## config.mk

```make
export PLATFORM = sky130hd
export DESIGN_NAME = intel_hex_record_decoder
export DESIGN_NICKNAME = d
export VERILOG_FILES = /design/src/hw/rtl/ihex_pkg.sv /design/src/hw/rtl/ihex_front.sv /design/src/hw/rtl/ihex_queue.sv /design/src/hw/rtl/ihex_back.sv /design/src/hw/rtl/intel_hex_record_decoder.sv
export SDC_FILE = /design/constraint.sdc
export NUM_CORES = 1
export LEC_CHECK = 0
export BUFFER_PORTS_ARGS = -buffer_cell sky130_fd_sc_hd__clkbuf_2
export CELL_PAD_IN_SITES_DETAIL_PLACEMENT = 1
export CELL_PAD_IN_SITES_GLOBAL_PLACEMENT = 2
export CORE_ASPECT_RATIO = 1.4
export CORE_MARGIN = 2
export CORE_UTILIZATION = 41
export DETAILED_ROUTE_END_ITERATION = 6
export HOLD_SLACK_MARGIN = 0.06
export PLACE_DENSITY = 0.79
export REMOVE_ABC_BUFFERS = 1
export SYNTH_ARGS = -nofsm -noshare
export SYNTH_HDL_FRONTEND = slang
export SYNTH_SLANG_ARGS = --single-unit
```

## constraint.sdc

```tcl
create_clock -name clk -period 5.2 [get_ports clk]
set_input_delay 0.26 -clock clk [delete_from_list [all_inputs] [get_ports clk]]
set_output_delay 0.26 -clock clk [all_outputs]
set_load 0.01 [all_outputs]
```

## src/hw/rtl/ihex_pkg.sv

```systemverilog
// Shared types, character codes and the hex digit decoder for the Intel HEX record decoder.
// No dependencies; the front, queue, back and top-level modules import this package.
`timescale 1ns / 1ps

package ihex_pkg;

  localparam logic [7:0] CHAR_COLON   = 8'h3A;
  localparam logic [7:0] CHAR_NEWLINE = 8'h0A;
  localparam logic [7:0] CHAR_DIGIT_0 = 8'h30;
  localparam logic [7:0] CHAR_UPPER_A = 8'h41;
  localparam logic [7:0] CHAR_LOWER_A = 8'h61;

  localparam logic [7:0] REC_DATA        = 8'h00;
  localparam logic [7:0] REC_EXT_SEGMENT = 8'h04;

  localparam logic [15:0] CONFIG_SEGMENT_RESET = 16'd48;
  localparam logic [9:0]  POS_MAX              = 10'd1023;

  localparam int QUEUE_DEPTH = 2;
  localparam int QUEUE_PTR_W = $clog2(QUEUE_DEPTH);
  localparam int QUEUE_CNT_W = $clog2(QUEUE_DEPTH + 1);

  typedef struct packed {
    logic       ok;
    logic [3:0] value;
  } hex_digit_t;

  // One queued command: either an error report or a data write.
  typedef struct packed {
    logic        error;
    logic        target;
    logic [15:0] base;
    logic [7:0]  index;
    logic [7:0]  data;
  } ihex_cmd_t;

  function automatic hex_digit_t hex_decode(input logic [7:0] c);
    hex_digit_t d;
    d.ok    = 1'b1;
    d.value = 4'd0;
    if (c >= CHAR_DIGIT_0 && c <= CHAR_DIGIT_0 + 8'd9) begin
      d.value = 4'(c - CHAR_DIGIT_0);
    end else if (c >= CHAR_UPPER_A && c <= CHAR_UPPER_A + 8'd5) begin
      d.value = 4'(c - CHAR_UPPER_A + 8'd10);
    end else if (c >= CHAR_LOWER_A && c <= CHAR_LOWER_A + 8'd5) begin
      d.value = 4'(c - CHAR_LOWER_A + 8'd10);
    end else begin
      d.ok = 1'b0;
    end
    return d;
  endfunction

endpackage

```

## src/hw/rtl/ihex_front.sv

```systemverilog
// Character parser: tracks the line position and header fields, emits write and error commands.
// Depends on ihex_pkg.
`timescale 1ns / 1ps

module ihex_front import ihex_pkg::*; (
  input  logic        clk,
  input  logic        rst,
  input  logic        in_valid,
  output logic        in_ready,
  input  logic [7:0]  in_char,
  input  logic        new_file,
  input  logic        cfg_valid,
  input  logic [15:0] cfg_data,
  input  logic        space,
  output logic        push,
  output ihex_cmd_t   cmd
);

  logic [15:0] config_segment;
  logic [9:0]  char_position, char_position_next;
  logic [7:0]  record_length, record_length_next;
  logic [15:0] record_address, record_address_next;
  logic [7:0]  record_type, record_type_next;
  logic [15:0] segment_offset, segment_offset_next;
  logic [3:0]  high_nibble, high_nibble_next;
  logic        error_flag, error_flag_next;

  logic        accept;
  logic [9:0]  pos;
  logic [9:0]  pos_adv;
  logic [9:0]  data_limit;
  logic        is_field;
  hex_digit_t  digit;
  logic [15:0] addr_shift;

  assign in_ready = space;
  assign accept   = in_valid && space;
  assign digit    = hex_decode(in_char);

  always_comb begin
    char_position_next  = char_position;
    record_length_next  = record_length;
    record_address_next = record_address;
    record_type_next    = record_type;
    segment_offset_next = segment_offset;
    high_nibble_next    = high_nibble;
    error_flag_next     = error_flag;
    push                = 1'b0;
    cmd                 = '0;
    is_field            = 1'b0;

    if (new_file) begin
      segment_offset_next = '0;
      error_flag_next     = 1'b0;
      char_position_next  = '0;
      high_nibble_next    = '0;
    end

    // Position of this character in its line, after a possible new-file clear.
    pos        = char_position_next;
    pos_adv    = (pos == POS_MAX) ? pos : pos + 10'd1;
    data_limit = {1'b0, record_length, 1'b0} + 10'd9;
    addr_shift = {record_address[11:0], digit.value};

    if (pos <= 10'd8) begin
      is_field = 1'b1;
    end else if (record_type == REC_DATA) begin
      is_field = pos < data_limit;
    end else if (record_type == REC_EXT_SEGMENT) begin
      is_field = pos <= 10'd12;
    end

    if (!error_flag_next) begin
      if (pos == '0) begin
        if (in_char != CHAR_COLON) begin
          error_flag_next = 1'b1;
          push            = 1'b1;
          cmd.error       = 1'b1;
        end else begin
          record_length_next  = '0;
          record_address_next = '0;
          record_type_next    = '0;
          high_nibble_next    = '0;
          char_position_next  = 10'd1;
        end
      end else if (in_char == CHAR_NEWLINE) begin
        char_position_next = '0;
      end else if (!is_field) begin
        char_position_next = pos_adv;
      end else if (!digit.ok) begin
        error_flag_next = 1'b1;
        push            = 1'b1;
        cmd.error       = 1'b1;
      end else begin
        char_position_next = pos_adv;
        if (pos <= 10'd2) begin
          record_length_next = {record_length[3:0], digit.value};
        end else if (pos <= 10'd6) begin
          record_address_next = addr_shift;
        end else if (pos <= 10'd8) begin
          record_type_next = {record_type[3:0], digit.value};
        end else if (record_type == REC_EXT_SEGMENT) begin
          record_address_next = addr_shift;
          if (pos == 10'd12) begin
            segment_offset_next = addr_shift;
          end
        end else if (pos[0]) begin
          // Odd positions hold the first digit of a data byte.
          high_nibble_next = digit.value;
        end else begin
          cmd.base  = record_address;
          cmd.index = 8'(pos[9:1] - 9'd5);
          cmd.data  = {high_nibble, digit.value};
          if (segment_offset_next == '0) begin
            push       = 1'b1;
            cmd.target = 1'b0;
          end else if (segment_offset_next == config_segment) begin
            push       = 1'b1;
            cmd.target = 1'b1;
          end
        end
      end
    end

    if (!accept) begin
      push = 1'b0;
    end
  end

  always_ff @(posedge clk) begin
    if (rst) begin
      config_segment <= CONFIG_SEGMENT_RESET;
      char_position  <= '0;
      record_length  <= '0;
      record_address <= '0;
      record_type    <= '0;
      segment_offset <= '0;
      high_nibble    <= '0;
      error_flag     <= 1'b0;
    end else begin
      if (cfg_valid) begin
        config_segment <= cfg_data;
      end
      if (accept) begin
        char_position  <= char_position_next;
        record_length  <= record_length_next;
        record_address <= record_address_next;
        record_type    <= record_type_next;
        segment_offset <= segment_offset_next;
        high_nibble    <= high_nibble_next;
        error_flag     <= error_flag_next;
      end
    end
  end

endmodule

```

## src/hw/rtl/ihex_queue.sv

```systemverilog
// Short command queue between the parser and the result stage.
// Depends on ihex_pkg.
`timescale 1ns / 1ps

module ihex_queue import ihex_pkg::*; (
  input  logic      clk,
  input  logic      rst,
  input  logic      push,
  input  ihex_cmd_t push_cmd,
  output logic      space,
  input  logic      pop,
  output logic      avail,
  output ihex_cmd_t head
);

  ihex_cmd_t                entries [QUEUE_DEPTH];
  logic [QUEUE_PTR_W-1:0]   wr_ptr;
  logic [QUEUE_PTR_W-1:0]   rd_ptr;
  logic [QUEUE_CNT_W-1:0]   count;
  logic                     do_pop;

  assign space  = count != QUEUE_CNT_W'(QUEUE_DEPTH);
  assign avail  = count != '0;
  assign head   = entries[rd_ptr];
  assign do_pop = pop && avail;

  always_ff @(posedge clk) begin
    if (push) begin
      entries[wr_ptr] <= push_cmd;
    end
  end

  always_ff @(posedge clk) begin
    if (rst) begin
      wr_ptr <= '0;
      rd_ptr <= '0;
      count  <= '0;
    end else begin
      if (push) begin
        wr_ptr <= (wr_ptr == QUEUE_PTR_W'(QUEUE_DEPTH - 1)) ? '0 : wr_ptr + 1'b1;
      end
      if (do_pop) begin
        rd_ptr <= (rd_ptr == QUEUE_PTR_W'(QUEUE_DEPTH - 1)) ? '0 : rd_ptr + 1'b1;
      end
      if (push && !do_pop) begin
        count <= count + 1'b1;
      end else if (!push && do_pop) begin
        count <= count - 1'b1;
      end
    end
  end

endmodule

```

## src/hw/rtl/ihex_back.sv

```systemverilog
// Result stage: forms the final write address and holds the result in an output register.
// Depends on ihex_pkg.
`timescale 1ns / 1ps

module ihex_back import ihex_pkg::*; (
  input  logic        clk,
  input  logic        rst,
  input  logic        avail,
  input  ihex_cmd_t   head,
  output logic        pop,
  output logic        out_valid,
  input  logic        out_ready,
  output logic        target,
  output logic [16:0] address,
  output logic [7:0]  data_byte,
  output logic        error
);

  assign pop = avail && (!out_valid || out_ready);

  always_ff @(posedge clk) begin
    if (rst) begin
      out_valid <= 1'b0;
    end else if (pop) begin
      out_valid <= 1'b1;
    end else if (out_ready) begin
      out_valid <= 1'b0;
    end
  end

  always_ff @(posedge clk) begin
    if (pop) begin
      target    <= head.target;
      address   <= {1'b0, head.base} + {9'd0, head.index};
      data_byte <= head.data;
      error     <= head.error;
    end
  end

endmodule

```

## src/hw/rtl/intel_hex_record_decoder.sv

```systemverilog
// Top level of the Intel HEX record decoder: parser front end, command queue, result stage.
// Depends on ihex_pkg, ihex_front, ihex_queue and ihex_back.
//
// Usage:
//   The input channel (in_valid/in_ready) carries one ASCII character per transaction,
//   with new_file set on the first character of a new file to clear the segment offset,
//   the sticky error and the line position. Each completed data byte of a type 0 record
//   becomes one output transaction (target, address, data_byte) when the segment offset
//   is zero (program memory) or equals config_segment (configuration area). A malformed
//   line gives one output transaction with error set and everything else zero; after
//   that all characters are ignored until new_file is seen.
//   The configuration channel (cfg_valid/cfg_ready, cfg_data) writes config_segment;
//   it is always ready and should only be written while the decoder is idle.
//   Throughput is one character per clock while the command queue has space. The accepting
//   edge writes a result's command into the queue; the output register loads it from the
//   queue when the register is empty or its result is being taken.
//   When the receiver stalls, the two-entry queue and the output register absorb
//   results; in_ready drops only when the queue is full.
//   Reset (rst, synchronous) empties the queue and output register, clears the
//   parser state and loads config_segment with 48.
`timescale 1ns / 1ps

module intel_hex_record_decoder import ihex_pkg::*; (
  input  logic        clk,
  input  logic        rst,
  input  logic        in_valid,
  output logic        in_ready,
  input  logic [7:0]  in_char,
  input  logic        new_file,
  input  logic        cfg_valid,
  output logic        cfg_ready,
  input  logic [15:0] cfg_data,
  output logic        out_valid,
  input  logic        out_ready,
  output logic        target,
  output logic [16:0] address,
  output logic [7:0]  data_byte,
  output logic        error
);

  // Parser to queue.
  logic      push;
  ihex_cmd_t push_cmd;
  logic      space;

  // Queue to result stage.
  logic      pop;
  logic      avail;
  ihex_cmd_t head;

  // The configuration register takes a write on any cycle.
  assign cfg_ready = 1'b1;

  ihex_front u_front (
    .clk       (clk),
    .rst       (rst),
    .in_valid  (in_valid),
    .in_ready  (in_ready),
    .in_char   (in_char),
    .new_file  (new_file),
    .cfg_valid (cfg_valid),
    .cfg_data  (cfg_data),
    .space     (space),
    .push      (push),
    .cmd       (push_cmd)
  );

  ihex_queue u_queue (
    .clk      (clk),
    .rst      (rst),
    .push     (push),
    .push_cmd (push_cmd),
    .space    (space),
    .pop      (pop),
    .avail    (avail),
    .head     (head)
  );

  // The result stage adds the byte index to the record address and drives the outputs.
  ihex_back u_back (
    .clk       (clk),
    .rst       (rst),
    .avail     (avail),
    .head      (head),
    .pop       (pop),
    .out_valid (out_valid),
    .out_ready (out_ready),
    .target    (target),
    .address   (address),
    .data_byte (data_byte),
    .error     (error)
  );

endmodule

```

After elaboration in Yosys (flattened, before gate mapping)
Memories as Yosys holds them, arrays and structs flattened. A register that Yosys moved wholly into a read port is not among the register bits.
Cells that the tools add are included.
- output and inout bits: 30
- memories: 1
- bits of input ports: 30
- logic and storage cells: 184
- memory bits (writable): 68
- bits in registers: 111
- memories (name ; words ; bits a word ; rd ports ; clocked after memory_dff ; write ports ; line ; RTL):
    u_queue.entries ; 2 ; 34 ; 1 ; 1 ; 1 ; ihex_queue.sv:16 ; ihex_cmd_t entries [QUEUE_DEPTH];
- reduce and logical (&&, ||, !) cells: 26
- multiplexer cells: 104
- equality and inequality tests: 12
- order comparisons: 11
- bitwise gates (word level): 1
- add/sub/neg operators: 13
- operators with widths (operator ; number):
    2-to-1 mux 16 bit ; 20
    2-to-1 mux 33 bit ; 7
    2-to-1 mux 8 bit ; 13
    2-to-1 mux 34 bit ; 3
    2-to-1 mux 10 bit ; 8
    2-to-1 mux 4 bit ; 15
    2-to-1 mux 1 bit ; 36
    less-or-equal comparator 10 x 4 -> 1 bit, second input constant ; 2
    AND reduction 9 bit ; 2
    adder 16 x 8 -> 17 bit ; 1
    equality test 16 bit ; 1
    >= comparator 8 x 7 -> 1 bit, second input constant ; 2
    less-or-equal comparator 8 x 7 -> 1 bit, second input constant ; 2
    logical NOT 16 bit ; 1
    nonzero test 2 bit ; 7
    subtractor 4 x 1 -> 4 bit, second input constant ; 3
    adder 10 x 1 -> 10 bit, second input constant ; 1
    adder 9 x 4 -> 10 bit, second input constant ; 1
    equality test 10 bit, second input constant ; 1
    equality test 10 x 4 -> 1 bit, second input constant ; 1
    less-or-equal comparator 10 x 2 -> 1 bit, second input constant ; 1
    less-or-equal comparator 10 x 3 -> 1 bit, second input constant ; 1
    logical NOT 10 bit ; 1
    less-than comparator 10 bit ; 1
    21 further kinds ; 36

Longest topological paths before layout
- word-level depth: 19
- gate-level depth with buffers: 16
- gate-level depth less buffers: 14

Hierarchy
Synthesis repeated with hierarchy kept, for this count alone.
- cell total of the unflattened synthesis: 853
- area total of the unflattened synthesis: 9123.8 µm²
- modules (own cells, without submodules) (module ; instances ; area each (µm²) ; cells each):
    ihex_front ; 1 ; 5006.1 ; 607
    ihex_queue ; 1 ; 2661.3 ; 128
    ihex_back ; 1 ; 1445.1 ; 116
    intel_hex_record_decoder ; 1 ; 11.3 ; 2

Worst setup path before layout
OpenSTA, ideal clock, no wires.
- path type: input to register
- start point: in new_file
- end point: mem u_queue.entries[0][0] (netlist name) (enable)
- stages: 11
- setup time: 429 ps
- buffers on the path: 3
- arrival time: 4414 ps
- setup slack: 356 ps
- path through: clkbuf_1 -> clkbuf_1 -> clkbuf_1 -> nor2b_1 -> ha_1 -> a211o_1 -> a2111oi_4 -> o31ai_1 -> a311oi_2 -> o21a_1 -> nor2b_1
- longest elaborated chain between the ends: 17
- RTL lines (item ; line ; RTL):
    start, declared ; intel_hex_record_decoder.sv:29 ; input logic new_file,
    2-to-1 mux 16 bit ; ihex_front.sv:52 ; if (new_file) begin
    equality test 16 bit ; ihex_front.sv:117 ; end else if (segment_offset_next == config_segment) begin
    2-to-1 mux 1 bit ; ihex_front.sv:117 ;
    2-to-1 mux 1 bit ; ihex_front.sv:114 ; if (segment_offset_next == '0) begin
    2-to-1 mux 1 bit ; ihex_front.sv:107 ; end else if (pos[0]) begin
    2-to-1 mux 1 bit ; ihex_front.sv:102 ; end else if (record_type == REC_EXT_SEGMENT) begin
    2-to-1 mux 1 bit ; ihex_front.sv:100 ; end else if (pos <= 10'd8) begin
    2-to-1 mux 1 bit ; ihex_front.sv:98 ; end else if (pos <= 10'd6) begin
    (+2 left out) ; -- ;
    2-to-1 mux 1 bit ; ihex_front.sv:88 ; end else if (!is_field) begin
    2-to-1 mux 1 bit ; ihex_front.sv:86 ; end else if (in_char == CHAR_NEWLINE) begin
    2-to-1 mux 1 bit ; ihex_front.sv:74 ; if (pos == '0) begin
    2-to-1 mux 1 bit * ; ihex_front.sv:73 ; if (!error_flag_next) begin
    2-to-1 mux 1 bit * ; ihex_front.sv:125 ; if (!accept) begin
    named net push ; intel_hex_record_decoder.sv:42 ; logic push;
    2-to-1 mux 1 bit * ; ihex_queue.sv:28 ; if (push) begin
    2-to-1 mux 1 bit (not written as such) * ; ihex_queue.sv:29 ; entries[wr_ptr] <= push_cmd;
    end, declared ; ihex_queue.sv:16 ;
The timed path passes the listed nets; every way through them passes the cells marked *.

Final worst setup path
- start point: reg u_front.char_position[3]
- end point: reg u_queue.count[1]
- longest elaborated chain between the ends: 14
- RTL lines (item ; line ; RTL):
    start, declared ; ihex_front.sv:20 ; logic [9:0] char_position, char_position_next;
    start signal, assigned ; ihex_front.sv:145 ; char_position <= char_position_next;
    2-to-1 mux 10 bit * ; ihex_front.sv:52 ;
    less-or-equal comparator 10 x 4 -> 1 bit ; ihex_front.sv:65, ihex_front.sv:100 ;
    2-to-1 mux 1 bit ; ihex_front.sv:100 ;
    2-to-1 mux 1 bit ; ihex_front.sv:98 ;
    2-to-1 mux 1 bit ; ihex_front.sv:96 ; if (pos <= 10'd2) begin
    2-to-1 mux 1 bit ; ihex_front.sv:90 ; end else if (!digit.ok) begin
    2-to-1 mux 1 bit ; ihex_front.sv:88 ;
    2-to-1 mux 1 bit ; ihex_front.sv:86 ;
    2-to-1 mux 1 bit * ; ihex_front.sv:74 ;
    2-to-1 mux 1 bit * ; ihex_front.sv:73 ;
    2-to-1 mux 1 bit * ; ihex_front.sv:125 ;
    named net push ; intel_hex_record_decoder.sv:42 ;
    logical NOT 1 bit ; ihex_queue.sv:47 ; end else if (!push && do_pop) begin
    logical AND 1 bit ; ihex_queue.sv:47 ;
    nonzero test 2 bit (no source line) ; -- ;
    end signal, assigned ; ihex_queue.sv:46 ; count <= count + 1'b1;
    end signal, assigned ; ihex_queue.sv:48 ; count <= count - 1'b1;
    end, declared ; ihex_queue.sv:19 ; logic [QUEUE_CNT_W-1:0] count;
Marked as above.
A chain may end at the register's enable or synchronous reset.

==> results.py <==
metrics = {
    "clock_tree": {
        "numCtsBuffers": 17,
        "cts_buffer_depth": 2,
        "clock-sinks": 180,
        "cts_resized": 0,
        "post-cts-setup-buffers": 0,
        "cts_max_level": 4,
        "clk_pin_slew_ps": 70,
        "cts_tree": "done",
        "cts_root_buffer": "clkbuf_16",
        "insertion_delay_ps": 440,
        "holdBufCountCts": 13,
    },
    "sta": {
        "final_max_slew_viol_count": 0,
        "rsz0062_at_grt": "false",
        "fin_setup_tns_ps": 0,
        "final_hold_viol_count": 0,
        "setup_viol": 0,
        "tightest_slew_ps": 1134,
        "post-route-period-util_pct": 76.62,
        "max_freq_mhz": 251.0,
        "slew_headroom_pct": 24.30,
        "period_minus_slack_ps": 3984,
        "worst_clock_skew_ps": 10.79,
    },
    "final_layout": {
        "fin_cells": 1188,
        "syn_to_final_growth_pct": 14.09,
        "multi_input_area_sq_um": 4173,
        "antenna_cells": 0,
        "fill_cells": 2351,
        "drive_gt1_share_pct": 18.41,
        "seqCellArea_sq_um": 4556,
        "nNetsFinal": 939,
    },
    "route": {
        "drc_errors": 0,
        "ant_nets": 0,
        "firstDrtPassIters": 4,
        "dr.first_iter.drc_count": 255,
        "viasPerCell": 5.529,
        "dr_total_vias": 6568,
        "routed_wirelength_um": 23550,
        "wl_per_cell_um": 19.82,
    },
    "global_routing": {
        "grt_pass1_vias": 6904,
        "antenna_found_initial": 0,
        "grt_first_pass_wirelength_um": 37540,
        "grt_usage_pct": 21.31,
        "grt_start_max_net_pins": 58,
        "overflow": 0,
    },
    "logic_synthesis": {
        "synth_top_area_cell": "edfxtp_1",
        "synth_compound_area_share_pct": 15.34,
        "ys_seq_area_share_pct": 50.58,
        "synthTopCellsByArea": "edfxtp_1 (32%), dfxtp_1 (19%), ha_1 (4.2%)",
        "yosys_warnings": 0,
        "synth_cell_types": 83,
        "netlist_area_sq_um": 9005,
        "synth_area_per_cell_sq_um": 11.04,
        "synthFlopType": "edfxtp_1",
        "synth_top_area_share_pct": 31.68,
        "synth-xor-area-share_pct": 3.696,
        "synth_cells": 816,
        "ys_ff_latch": 180,
        "synth_simple_gate_area_share_pct": 16.88,
        "yosysMostFrequentCell": "edfxtp_1",
        "yosys.area_share.adder_pct": 4.391,
        "synth_top_family_by_area": "simple AND/OR/NAND/NOR gates",
        "synth-edff-count": 95,
        "async_reset_ff_share_pct": 0,
        "muxShareOfSynthArea_pct": 5.905,
        "synthTopCellsByCount": "edfxtp_1 (95), dfxtp_1 (85), nor2_1 (67)",
    },
    "placement": {
        "dp_hpwl_um": 17360,
        "io_buffer_count": 58,
        "globalplace.congestion": 0.8418,
        "dpl.cell_count": 1143,
    },
    "critical_path": {
        "cp_top_family": "compound AO/OA/AOI/OAI gates",
        "worstPathMaxFanout": 10,
        "cpPeakStageDelay_ps": 730,
        "worstPathRequired_ps": 5570,
        "crit_top_cell": "ha_1",
        "worst_r2r_path_depth": 12,
        "worstPathArrival_ps": 4350,
        "cp.buffers_inverters": 1,
        "start_kind": "flop",
        "path_cells": "inv_1, nor2_1, ha_1, o211ai_1, a211oi_1, a2111oi_4, o31ai_1, a311oi_2, o21a_1, ha_1, or3_1, a21oi_1",
        "critPathSlowestCell": "o31ai_1",
        "crit_type": "flop to flop",
        "cp_num_cells": 12,
        "endpoint_kind": "flop",
    },
    "pwr": {
        "leakage_nw": 3.783,
        "p_sw_mw": 1.287,
        "switching_share_pct": 30.87,
        "power.internal_mw": 2.883,
        "powerDensity_nw_per_um2": 405.9,
        "pwr-share-comb_pct": 24.4,
        "vdd_drop_max_uv": 238.8,
        "clkPwrFrac_pct": 30.6,
        "p_seq_share_pct": 45.0,
    },
    "die": {
        "fp.dieArea_sq_um": 23180,
        "die_width_um": 129.3,
        "num_io_pins": 60,
        "row_count": 64,
        "core-area_sq_um": 21700,
        "initial_core_util_pct": 41.50,
        "die_y_um": 179.4,
    },
    "flow_run": {
        "max_cap_viol_count": 0,
    },
    "min_path": {
        "hold_path_depth": 3,
        "min_path_type": "input port to flop",
    },
    "status": {
        "outcome": "finished clean",
    },
}
layout by cell type, fill, tap and decap left out, types with 21 or more instances in the layout:
master	count
nor2_1	67
xnor2_1	21
and2_1	32
inv_1	25
clkbuf_2	58
o21ai_0	24
mux2i_1	25
ha_1	30
a21oi_1	37
dfxtp_1	84
a22o_1	24
edfxtp_1	95
nand2_1	49
mux2_2	25
state kept, by name, summed over array words and instances (netlist names), 2 cells and up, named ones only:
| register | cells |
|---|---|
| u_queue.entries | 68 |
| u_back.address | 17 |
| u_front.config_segment | 16 |
| u_front.record_address | 16 |
| u_front.segment_offset | 16 |
| u_front.char_position | 10 |
| u_back.data_byte | 8 |
| u_front.record_length | 8 |
| u_front.record_type | 8 |
| u_front.high_nibble | 4 |
| u_queue.count | 2 |
power groups by stage:
| stage | sequential (mW) | combinational (mW) | clock [mW] |
|---|---|---|---|
| global route | 1.90 | 1.13 | 1.36 |
| global placement | 1.90 | 0.982 | 0 |
| detailed placement | 1.91 | 1.02 | 0 |
| finish | 1.88 | 1.02 | 1.28 |
| CTS | 1.88 | 1.04 | 1.31 |
| floorplan | 1.97 | 0.601 | 0 |
through the flow:
stage / total power, mW / area, sq um / setup WS [ps] / util [%] / hold slack (ps)
2_1_floorplan: 2.572 / 8817 / 769.1 / - / 326.9
3_5_place_dp: 2.936 / 9548 / 1087 / 44.00 / 462.4
6_report: 4.170 / 10270 / 1216 / 47.34 / 67.73
4_1_cts: 4.228 / 10270 / 1223 / 47.34 / 63.34
3_3_place_gp: 2.882 / 9548 / 1173 / 44.00 / 455.1
5_1_grt: 4.397 / 10270 / 809.3 / 47.34 / 85.68
worst min-delay path, stage by stage:
cell and delay (ps):
clkbuf_2 80, mux2i_1 60, nor2_1 80
final cells by class:
| type | instances | share of cell area [%] |
|---|---|---|
| clock buffers | 19 | 4.518 |
| clock inverters | 13 | 1.279 |
| inverters | 26 | 0.9499 |
| multi-input cells | 574 | 40.62 |
| flip-flops and latches | 180 | 44.34 |
| well taps | 297 | 3.617 |
| repair buffers | 79 | 4.677 |
per-layer routing:
metal	track usage (%)	part of all wire, %
met1	24.86	42
met2	38.18	52
met3	3.682	2.9
met4	9.330	3.3
met5	0	0
cells by family (layout without fill, tap and decap cells):
logic type	after synthesis	in the layout
simple gates	274	274
buf+inv	62	137
flops	180	180
other cells	1	1
mux	50	50
fa+ha+maj	31	31
xor+xnor	38	38
compound gates	180	180
path summary, 6_finish.rpt:
kind	from	to	slack, ps
setup reg to reg	u_front.char_position[3]$_SDFFE_PP0P_	u_queue.count[1]$_SDFFE_PP0P_	1220
hold / removal	cfg_data[3]	u_front.config_segment[3]$_SDFFE_PP0P_	70
setup / recovery	u_front.char_position[3]$_SDFFE_PP0P_	u_queue.count[1]$_SDFFE_PP0P_	1220
hold reg to reg	u_front.record_type[5]$_SDFFE_PP0P_	u_front.record_type[5]$_SDFFE_PP0P_	480
Power figures use the tool's default switching activity.
